**src/sv/dcoa_pkg.sv**
```systemverilog
`default_nettype none

package dcoa_pkg;

    // Field widths.
    localparam int DIST_W  = 10;
    localparam int SPEED_W = 7;
    localparam int CMD_W   = 8;
    localparam int MASK_W  = 8;
    localparam int CLOSE_W = 4;
    localparam int SPIN_W  = 10;
    localparam int CFG_IDX_W  = 3;
    localparam int CFG_DATA_W = 10;

    // Speed limits and counter ceilings.
    localparam logic [SPEED_W-1:0] START_SPEED = SPEED_W'(70);
    localparam logic [SPEED_W-1:0] SPEED_TOP   = SPEED_W'(100);
    localparam logic [CLOSE_W-1:0] CLOSE_TOP   = CLOSE_W'(15);

    // Command characters.
    localparam logic [CMD_W-1:0] CMD_NONE    = 8'h00;
    localparam logic [CMD_W-1:0] CMD_SPD_DN  = 8'h30;  // '0'
    localparam logic [CMD_W-1:0] CMD_BACK    = 8'h31;  // '1'
    localparam logic [CMD_W-1:0] CMD_STOP    = 8'h32;  // '2'
    localparam logic [CMD_W-1:0] CMD_FWD     = 8'h33;  // '3'
    localparam logic [CMD_W-1:0] CMD_SPIN_L  = 8'h35;  // '5'
    localparam logic [CMD_W-1:0] CMD_SPIN_R  = 8'h36;  // '6'
    localparam logic [CMD_W-1:0] CMD_LEFT    = 8'h37;  // '7'
    localparam logic [CMD_W-1:0] CMD_RIGHT   = 8'h38;  // '8'
    localparam logic [CMD_W-1:0] CMD_SPD_UP  = 8'h39;  // '9'

    // Motor pin patterns.
    localparam logic [MASK_W-1:0] MASK_STOP  = 8'h00;
    localparam logic [MASK_W-1:0] MASK_RIGHT = 8'h44;
    localparam logic [MASK_W-1:0] MASK_FWD   = 8'h66;

    // Configuration register indexes.
    typedef enum logic [CFG_IDX_W-1:0] {
        CFG_BASE     = 3'd0,
        CFG_MIN      = 3'd1,
        CFG_MAX      = 3'd2,
        CFG_DEBOUNCE = 3'd3,
        CFG_SPIN     = 3'd4,
        CFG_STEP     = 3'd5
    } t_cfg_idx;

    // Configuration register set.
    typedef struct packed {
        logic [7:0]         base;
        logic [7:0]         th_min;
        logic [7:0]         th_max;
        logic [CLOSE_W-1:0] debounce;
        logic [SPIN_W-1:0]  spin_limit;
        logic [SPEED_W-1:0] step;
    } t_cfg;

    // Direction pattern for a motion command.
    function automatic logic [MASK_W-1:0] mask_for(input logic [CMD_W-1:0] cmd);
        logic [MASK_W-1:0] m;
        case (cmd)
            CMD_BACK:   m = 8'h99;
            CMD_FWD:    m = MASK_FWD;
            CMD_SPIN_L: m = 8'hAA;
            CMD_SPIN_R: m = 8'h55;
            CMD_LEFT:   m = 8'h22;
            CMD_RIGHT:  m = MASK_RIGHT;
            default:    m = MASK_STOP;
        endcase
        return m;
    endfunction

endpackage

`default_nettype wire

```
**src/sv/drive_command_obstacle_avoider_top.sv**
```systemverilog
`default_nettype none

// Channel   Direction  Signals                                  Handshake
// input     in         i_in_valid, o_in_stall, i_kind,          valid & !stall
//                      i_command_byte, i_distance_cm
// result    out        o_out_valid, i_out_stall, o_direction_mask, valid & !stall
//                      o_speed_percent, o_active_command, o_avoiding,
//                      o_obstacle_alarm, o_stuck
// config    in         i_cfg_valid, o_cfg_ready, i_cfg_index,   valid & ready
//                      i_cfg_data
//
// The state update is one pass of compare and saturate logic, and the
// result appears the cycle after acceptance.
// One item is accepted per cycle while the result side is not stalled.
// Reset is synchronous; the result register is empty after reset.
// A stalled result holds the input stall high; the next item enters on the
// edge at which the waiting result is taken.

module drive_command_obstacle_avoider_top
    import dcoa_pkg::*;
(
    input  wire logic                  i_clk,
    input  wire logic                  i_rst_n,
    input  wire logic                  i_in_valid,
    output logic                       o_in_stall,
    input  wire logic                  i_kind,
    input  wire logic [CMD_W-1:0]      i_command_byte,
    input  wire logic [DIST_W-1:0]     i_distance_cm,
    output logic                       o_out_valid,
    input  wire logic                  i_out_stall,
    output logic [MASK_W-1:0]          o_direction_mask,
    output logic [SPEED_W-1:0]         o_speed_percent,
    output logic [CMD_W-1:0]           o_active_command,
    output logic                       o_avoiding,
    output logic                       o_obstacle_alarm,
    output logic                       o_stuck,
    input  wire logic                  i_cfg_valid,
    output logic                       o_cfg_ready,
    input  wire logic [CFG_IDX_W-1:0]  i_cfg_index,
    input  wire logic [CFG_DATA_W-1:0] i_cfg_data
);

    t_cfg w_cfg;

    logic [CMD_W-1:0]   r_cmd,    n_cmd;
    logic [SPEED_W-1:0] r_speed,  n_speed;
    logic [DIST_W-1:0]  r_cached, n_cached;
    logic [CLOSE_W-1:0] r_close,  n_close;
    logic               r_avoid,  n_avoid;
    logic [SPIN_W-1:0]  r_spin,   n_spin;
    logic [MASK_W-1:0]  r_mask,   n_mask;
    logic               r_alarm,  n_alarm;
    logic               r_stuck,  n_stuck;
    logic               r_out_valid;

    logic               w_accept;
    logic [8:0]         w_th_sum;
    logic [8:0]         w_th_lo;
    logic [8:0]         w_th;
    logic [DIST_W-1:0]  w_cached_new;
    logic               w_raw_close;
    logic               w_cached_close;
    logic [CLOSE_W-1:0] w_close_inc;
    logic [SPEED_W:0]   w_speed_up;
    logic               w_watch_mode;

    dcoa_cfg u_cfg (
        .i_clk       (i_clk),
        .i_rst_n     (i_rst_n),
        .i_cfg_valid (i_cfg_valid),
        .o_cfg_ready (o_cfg_ready),
        .i_cfg_index (i_cfg_index),
        .i_cfg_data  (i_cfg_data),
        .o_cfg       (w_cfg)
    );

    // Handshake: a new transaction enters unless a result is held up.
    assign o_in_stall = r_out_valid && i_out_stall;
    assign w_accept   = i_in_valid && !o_in_stall;

    // Speed-dependent threshold, raised to the minimum, then capped.
    assign w_th_sum = {1'b0, w_cfg.base} + 9'(r_speed[SPEED_W-1:1]);
    assign w_th_lo  = (w_th_sum < {1'b0, w_cfg.th_min}) ? {1'b0, w_cfg.th_min} : w_th_sum;
    assign w_th     = (w_th_lo > {1'b0, w_cfg.th_max}) ? {1'b0, w_cfg.th_max} : w_th_lo;

    // Closeness of the raw sample and of the refreshed cache.
    assign w_cached_new   = (i_distance_cm != '0) ? i_distance_cm : r_cached;
    assign w_raw_close    = (i_distance_cm != '0) && (i_distance_cm < DIST_W'(w_th));
    assign w_cached_close = (w_cached_new != '0) && (w_cached_new < DIST_W'(w_th));
    assign w_close_inc    = (r_close < CLOSE_TOP) ? r_close + 1'b1 : r_close;
    assign w_speed_up     = {1'b0, r_speed} + {1'b0, w_cfg.step};
    assign w_watch_mode   = (r_cmd == CMD_FWD) || (r_cmd == CMD_SPIN_L) || (r_cmd == CMD_SPIN_R);

    // Next state for one accepted transaction.
    always_comb begin
        n_cmd    = r_cmd;
        n_speed  = r_speed;
        n_cached = r_cached;
        n_close  = r_close;
        n_avoid  = r_avoid;
        n_spin   = r_spin;
        n_mask   = r_mask;
        n_alarm  = r_alarm;
        n_stuck  = r_stuck;
        if (w_accept) begin
            n_alarm = 1'b0;
            n_stuck = 1'b0;
            if (!i_kind) begin
                // Command byte; ignored during avoidance or when zero.
                if (!r_avoid && i_command_byte != CMD_NONE) begin
                    if (i_command_byte == CMD_SPD_UP) begin
                        n_speed = (w_speed_up > {1'b0, SPEED_TOP}) ? SPEED_TOP
                                                                   : w_speed_up[SPEED_W-1:0];
                    end else if (i_command_byte == CMD_SPD_DN) begin
                        n_speed = (r_speed > w_cfg.step) ? r_speed - w_cfg.step : '0;
                    end else begin
                        n_cmd   = i_command_byte;
                        n_close = '0;
                        n_mask  = mask_for(i_command_byte);
                    end
                end
            end else if (r_avoid) begin
                // Poll while spinning right.
                if (!w_raw_close) begin
                    n_avoid = 1'b0;
                    n_cmd   = CMD_FWD;
                    n_mask  = MASK_FWD;
                    n_close = '0;
                end else if (r_spin < w_cfg.spin_limit) begin
                    n_spin = r_spin + 1'b1;
                end else begin
                    n_avoid = 1'b0;
                    n_cmd   = CMD_STOP;
                    n_mask  = MASK_STOP;
                    n_close = '0;
                    n_stuck = 1'b1;
                end
            end else begin
                // Sample while driving: debounce the close condition.
                n_cached = w_cached_new;
                if (w_watch_mode) begin
                    if (w_cached_close) begin
                        n_close = w_close_inc;
                        if (w_close_inc >= w_cfg.debounce) begin
                            n_alarm = 1'b1;
                            n_avoid = 1'b1;
                            n_spin  = '0;
                            n_close = '0;
                            n_mask  = MASK_RIGHT;
                        end
                    end else begin
                        n_close = '0;
                    end
                end
            end
        end
    end

    // State and result registers.
    always_ff @(posedge i_clk) begin
        if (!i_rst_n) begin
            r_cmd       <= CMD_NONE;
            r_speed     <= START_SPEED;
            r_cached    <= '1;
            r_close     <= '0;
            r_avoid     <= 1'b0;
            r_spin      <= '0;
            r_mask      <= MASK_STOP;
            r_alarm     <= 1'b0;
            r_stuck     <= 1'b0;
            r_out_valid <= 1'b0;
        end else begin
            r_cmd    <= n_cmd;
            r_speed  <= n_speed;
            r_cached <= n_cached;
            r_close  <= n_close;
            r_avoid  <= n_avoid;
            r_spin   <= n_spin;
            r_mask   <= n_mask;
            r_alarm  <= n_alarm;
            r_stuck  <= n_stuck;
            if (w_accept) begin
                r_out_valid <= 1'b1;
            end else if (!i_out_stall) begin
                r_out_valid <= 1'b0;
            end
        end
    end

    // The state registers hold the result while it waits.
    assign o_out_valid      = r_out_valid;
    assign o_direction_mask = r_mask;
    assign o_speed_percent  = r_speed;
    assign o_active_command = r_cmd;
    assign o_avoiding       = r_avoid;
    assign o_obstacle_alarm = r_alarm;
    assign o_stuck          = r_stuck;

`ifndef NO_ASSERTIONS
    // While avoiding, the motors always turn right.
    a_avoid_mask: assert property (@(posedge i_clk) disable iff (!i_rst_n)
        r_avoid |-> (r_mask == MASK_RIGHT))
        else $error("avoid mode without right-turn mask");

    // The alarm only accompanies the start of avoidance.
    a_alarm_avoid: assert property (@(posedge i_clk) disable iff (!i_rst_n)
        r_alarm |-> (r_avoid && r_spin == '0 && r_close == '0))
        else $error("alarm without fresh avoid mode");

    // Giving up leaves the block stopped.
    a_stuck_stop: assert property (@(posedge i_clk) disable iff (!i_rst_n)
        r_stuck |-> (!r_avoid && r_cmd == CMD_STOP && r_mask == MASK_STOP))
        else $error("stuck flag without stop");

    // Speed stays saturated.
    a_speed_top: assert property (@(posedge i_clk) disable iff (!i_rst_n)
        r_speed <= SPEED_TOP)
        else $error("speed above ceiling");

    // A held result keeps the state frozen.
    a_hold: assert property (@(posedge i_clk) disable iff (!i_rst_n)
        (r_out_valid && i_out_stall) |=> ($stable(r_cmd) && $stable(r_speed) && $stable(r_avoid)))
        else $error("state changed under a stalled result");
`endif

endmodule

`default_nettype wire

```
**src/sv/dcoa_cfg.sv**
```systemverilog
`default_nettype none

module dcoa_cfg
    import dcoa_pkg::*;
(
    input  wire logic                  i_clk,
    input  wire logic                  i_rst_n,
    input  wire logic                  i_cfg_valid,
    output logic                       o_cfg_ready,
    input  wire logic [CFG_IDX_W-1:0]  i_cfg_index,
    input  wire logic [CFG_DATA_W-1:0] i_cfg_data,
    output t_cfg                       o_cfg
);

    t_cfg r_cfg;

    // Writes are taken in any cycle.
    assign o_cfg_ready = 1'b1;
    assign o_cfg       = r_cfg;

    // Register file; writes to unused indexes are dropped.
    always_ff @(posedge i_clk) begin
        if (!i_rst_n) begin
            r_cfg.base       <= 8'd30;
            r_cfg.th_min     <= 8'd60;
            r_cfg.th_max     <= 8'd85;
            r_cfg.debounce   <= CLOSE_W'(2);
            r_cfg.spin_limit <= SPIN_W'(150);
            r_cfg.step       <= SPEED_W'(10);
        end else if (i_cfg_valid && o_cfg_ready) begin
            case (t_cfg_idx'(i_cfg_index))
                CFG_BASE:     r_cfg.base       <= i_cfg_data[7:0];
                CFG_MIN:      r_cfg.th_min     <= i_cfg_data[7:0];
                CFG_MAX:      r_cfg.th_max     <= i_cfg_data[7:0];
                CFG_DEBOUNCE: r_cfg.debounce   <= i_cfg_data[CLOSE_W-1:0];
                CFG_SPIN:     r_cfg.spin_limit <= i_cfg_data[SPIN_W-1:0];
                CFG_STEP:     r_cfg.step       <= i_cfg_data[SPEED_W-1:0];
                default: ;
            endcase
        end
    end

endmodule

`default_nettype wire

```
**config.mk**
```make
export PLATFORM = sky130hd
export DESIGN_NAME = drive_command_obstacle_avoider_top
export DESIGN_NICKNAME = d
export VERILOG_FILES = /design/src/sv/dcoa_pkg.sv /design/src/sv/drive_command_obstacle_avoider_top.sv /design/src/sv/dcoa_cfg.sv
export SDC_FILE = /design/constraint.sdc
export NUM_CORES = 1
export LEC_CHECK = 0
export ABC_CLOCK_PERIOD_IN_PS = 15810
export BUFFER_PORTS_ARGS = -buffer_cell sky130_fd_sc_hd__buf_2
export CAP_MARGIN = 20
export CORE_ASPECT_RATIO = 0.75
export CORE_MARGIN = 3
export CORE_UTILIZATION = 41
export DETAILED_ROUTE_END_ITERATION = 12
export GPL_TIMING_DRIVEN = 0
export PLACE_DENSITY = 0.59
export SETUP_SLACK_MARGIN = 0.02
export SLEW_MARGIN = 20
export SYNTH_ARGS = -nofsm -noshare
export SYNTH_HDL_FRONTEND = slang
export SYNTH_HIERARCHICAL = 1
export SYNTH_SLANG_ARGS = --single-unit
```
**constraint.sdc**
```tcl
create_clock -name i_clk -period 15.81 [get_ports i_clk]
set_input_delay 1.581 -clock i_clk [delete_from_list [all_inputs] [get_ports i_clk]]
set_output_delay 1.581 -clock i_clk [all_outputs]
set_load 0.01 [all_outputs]
```
==> summary.txt <==
CTS
  • Cts hold-fix bufs: 0
  • CTS Buf Count: 9
  • Max clock buf depth: 2
  • CTS tree: built
  • Clock Sinks: slightly above 90
  • Clock transition at path regs: 0.07 ns
  • H-tree depth: 3
  • CTS Root Cell: clkbuf_16
  • PostCTS Resize Cnt: 0
  • Clock Latency Late Sink: 0.35 ns
  • Setup Fix Bufs, Post-CTS: 0

Detailed routing
  • DRC violations left: 0
  • Vias/cell: 5.57
  • Routed vias: 5827
  • Post-route antenna net violation count: 0
  • Routed WL: 18.1 mm
  • Initial DRC count: 412
  • Drt first pass iters: 7
  • Met3 wire length: 1.03 mm
  • Metal-1 WL: 9.19 mm
  • Routed met2 length: 7.66 mm
  • WL/cell: 17.3 um
  • Top Metal Used: met4

Timing
  • Worst slew pin tran: between 0.9 and 1 ns
  • Fmax: 121 MHz
  • Hold Violations, Final: 0
  • WHS: about 0.45 ns
  • Clock Skews: between 0.01 and 0.015 ns
  • Tmin final: 8.25 ns
  • Final setup fails: 0
  • Final Cycle Share: roughly 52%
  • Fin Setup TNS: 0 ns
  • Unrepaired setup endpoints after global routing: no
  • Final Max Tran Viols: 0
  • Slew HR: 39.5%

Floorplan
  • Core box area: 0.0148 sq mm
  • Rows: 38
  • Top Ports: 66
  • Die Wd: 150 um
  • Die ar.: 0.0171 sq mm
  • Starting Density: 43.0%
  • Die Y: between 100 and 150 um

Critical path
  • Setup crit end: o_direction_mask[4]
  • FF-to-FF Start: o_speed_percent[1]
  • Worst setup path class: reg -> reg
  • Crit-path most repeated cell: ha_1
  • Worst Path Arrival: 8.52 ns
  • WP data required: 16.09 ns
  • Worst reg2reg path depth: 31
  • Slowest CP cell: a2111oi_0
  • RR Endpoint: o_direction_mask[4]
  • Worst path max stage delay: 0.50 ns
  • Critical path endpoint category: flip-flop
  • CP max FO: 10
  • Worst reg-to-reg setup slack: 7.56 ns
  • Startpoint types: flip-flop
  • Crit path launch: o_speed_percent[1]

Final layout
  • Final Core Density: 48.7%
  • Most common cell after layout, fill and taps aside: dfxtp_1
  • Area grow syn2layout: 13.3%
  • Share of cells above drive strength 1: 12.5%
  • # fillers: 1470
  • ANT cells: 0
  • Commonest non-fill, non-tap cells in the layout: dfxtp_1 (92), nand2_1 (91), buf_2 (64), ha_1 (64), inv_1 (58)
  • Fin nets: 946

Yosys
  • Syn Std Cell Area: 0.00637 sq mm
  • Ys Warns: 6
  • Seq/Total Area, Yosys: 28.9%
  • Post-synth EDFFs: 0
  • Cells after Synth: 769
  • Netlist cell types: 74
  • Synth Flop Type: dfxtp_1
  • Syn_area_per_cell: 8.29 sq um
  • FF+latch count, synth: between 90 and 100
  • Post-synth ARST share: 0%

Global route
  • Grt ovf: 0
  • Antenna violations before repair: 0
  • Number of global-route vias before repair: around 5600
  • Largest net degree at the start of global routing: 16
  • GRT Total Usage: between 20% and 30%
  • First-pass GRT wire length: approximately 29 mm

Placement
  • # port buffers: 61
  • Hpwl dp: 14.5 mm
  • RD Place Congestion: 0.918

Pwr
  • Leakage: about 3.3 nW
  • VDD IR max: 54.7 uV
  • Pwr Density: a little over 80 mW/mm^2

Run
  • Max_cap viols: 0

Min path
  • Hold WC Path Type: reg -> reg

Run status
  • Status: completed
-- cells by family (layout without fill, tap and decap cells) --
family | after synthesis | in the layout | share of synthesized area (%)
AO/OA/AOI/OAI | 182 | 182 | 19.4
AND/OR/NAND/NOR | 259 | 259 | 20.5
adder cells (fa/ha/maj) | 68 | 68 | 13.7
buffers and inverters | 92 | 168 | 6.01
other | 2 | 3 | 0.118
flip-flops | 92 | 92 | 28.9
XOR/XNOR | 14 | 14 | 1.92
multiplexers | 60 | 60 | 9.52
-- routing by layer --
layer  up-vias  track usage, %
met5         -               0
met4         0            4.94
met3        20            3.26
met2       163            32.0
met1      2771            31.8
li1       2873               -
-- metrics by stage --
| stage | power, W | instance area [sq um] | cells | setup slack (ns) |
|---|---|---|---|---|
| after floorplan | 0.000333 | 6380 | 770 | 8.72 |
| after global placement | 0.000364 | 6930 | 1031 | 7.83 |
| after detailed placement | 0.000369 | 6930 | 1031 | 7.66 |
| after CTS | 0.000589 | 7220 | 1046 | 7.60 |
| after global routing | 0.000615 | 7220 | 1046 | 6.75 |
| final | 0.000586 | 7220 | 1046 | 7.56 |
-- area by class of cell --
cell class,count,area (sq um),share of cell area [%]
plain buffers,34,165,2.29
clock buffers,10,229,3.17
clock inverters,5,60.1,0.831
inverters,58,218,3.01
multi-input cells,586,4150,57.5
flip-flops and latches,92,1840,25.5
well taps,200,250,3.46
repair buffers,61,305,4.23
-- registers in the layout (all words and copies together) (netlist names) --
name	count
o_obstacle_alarm	1
o_direction_mask	4
o_avoiding	1
r_spin	10
o_stuck	1
u_cfg/o_cfg	45
r_close	4
o_speed_percent	7
o_active_command	8
r_cached	10
o_out_valid	1
-- critical path, delay by kind of cell, from the launching register on --
family | cells | cell delay [ns]
simple gates | 8 | 1.29
compound gates | 13 | 3.63
mux | 2 | 0.55
buf+inv | 2 | 0.52
fa+ha+maj | 5 | 1.60
flops | 1 | 0.40
xor+xnor | 1 | 0.18
-- cell usage after synthesis, drive strengths merged, types with 4 or more instances --
| library cell | count | area share, % |
|---|---|---|
| mux2i | 55 | 8.6 |
| nand2b | 8 | 0.79 |
| and2 | 8 | 0.79 |
| o21bai | 6 | 0.71 |
| ha | 64 | 13 |
| o21ai | 38 | 3.0 |
| o211ai | 8 | 0.94 |
| and3 | 9 | 0.88 |
| dfxtp | 92 | 29 |
| clkbuf | 24 | 1.4 |
| xnor2 | 7 | 0.96 |
| nand3 | 22 | 1.7 |
| xor2 | 7 | 0.96 |
| a21oi | 44 | 3.6 |
| a22o | 5 | 0.69 |
| buf | 10 | 1.2 |
| a211o | 4 | 0.69 |
| mux2 | 5 | 0.88 |
| nor2 | 45 | 2.6 |
| o21a | 4 | 0.47 |
| a31oi | 5 | 0.49 |
| nand4 | 6 | 0.59 |
| inv | 58 | 3.4 |
| nor3 | 7 | 0.55 |
| nor2b | 36 | 3.5 |
| a21o | 20 | 2.4 |
| nand2 | 91 | 5.4 |
| o22ai | 9 | 0.88 |
-- worst min-delay path by stage --
stage          slack, ns  cells past startpoint              from               end
5_1_grt             0.48                      2   u_cfg/o_cfg[35]   u_cfg/o_cfg[35]
3_5_place_dp        0.45                      2  o_obstacle_alarm  o_obstacle_alarm
4_1_cts             0.46                      2  o_obstacle_alarm  o_obstacle_alarm
3_3_place_gp        0.45                      2   u_cfg/o_cfg[24]   u_cfg/o_cfg[24]
2_1_floorplan       0.43                      2   u_cfg/o_cfg[13]   u_cfg/o_cfg[13]
6_report            0.45                      2  o_obstacle_alarm  o_obstacle_alarm
-- power breakdown --
| group | internal, W | leakage [nW] | switching, W |
|---|---|---|---|
| Combinational | 0.0000507 | 2.43 | 0.0000732 |
| Clock | 0.000123 | 0.139 | 0.0000964 |
| Sequential | 0.000237 | 0.747 | 0.00000519 |
No activity file was read; power rests on OpenSTA's default activity.
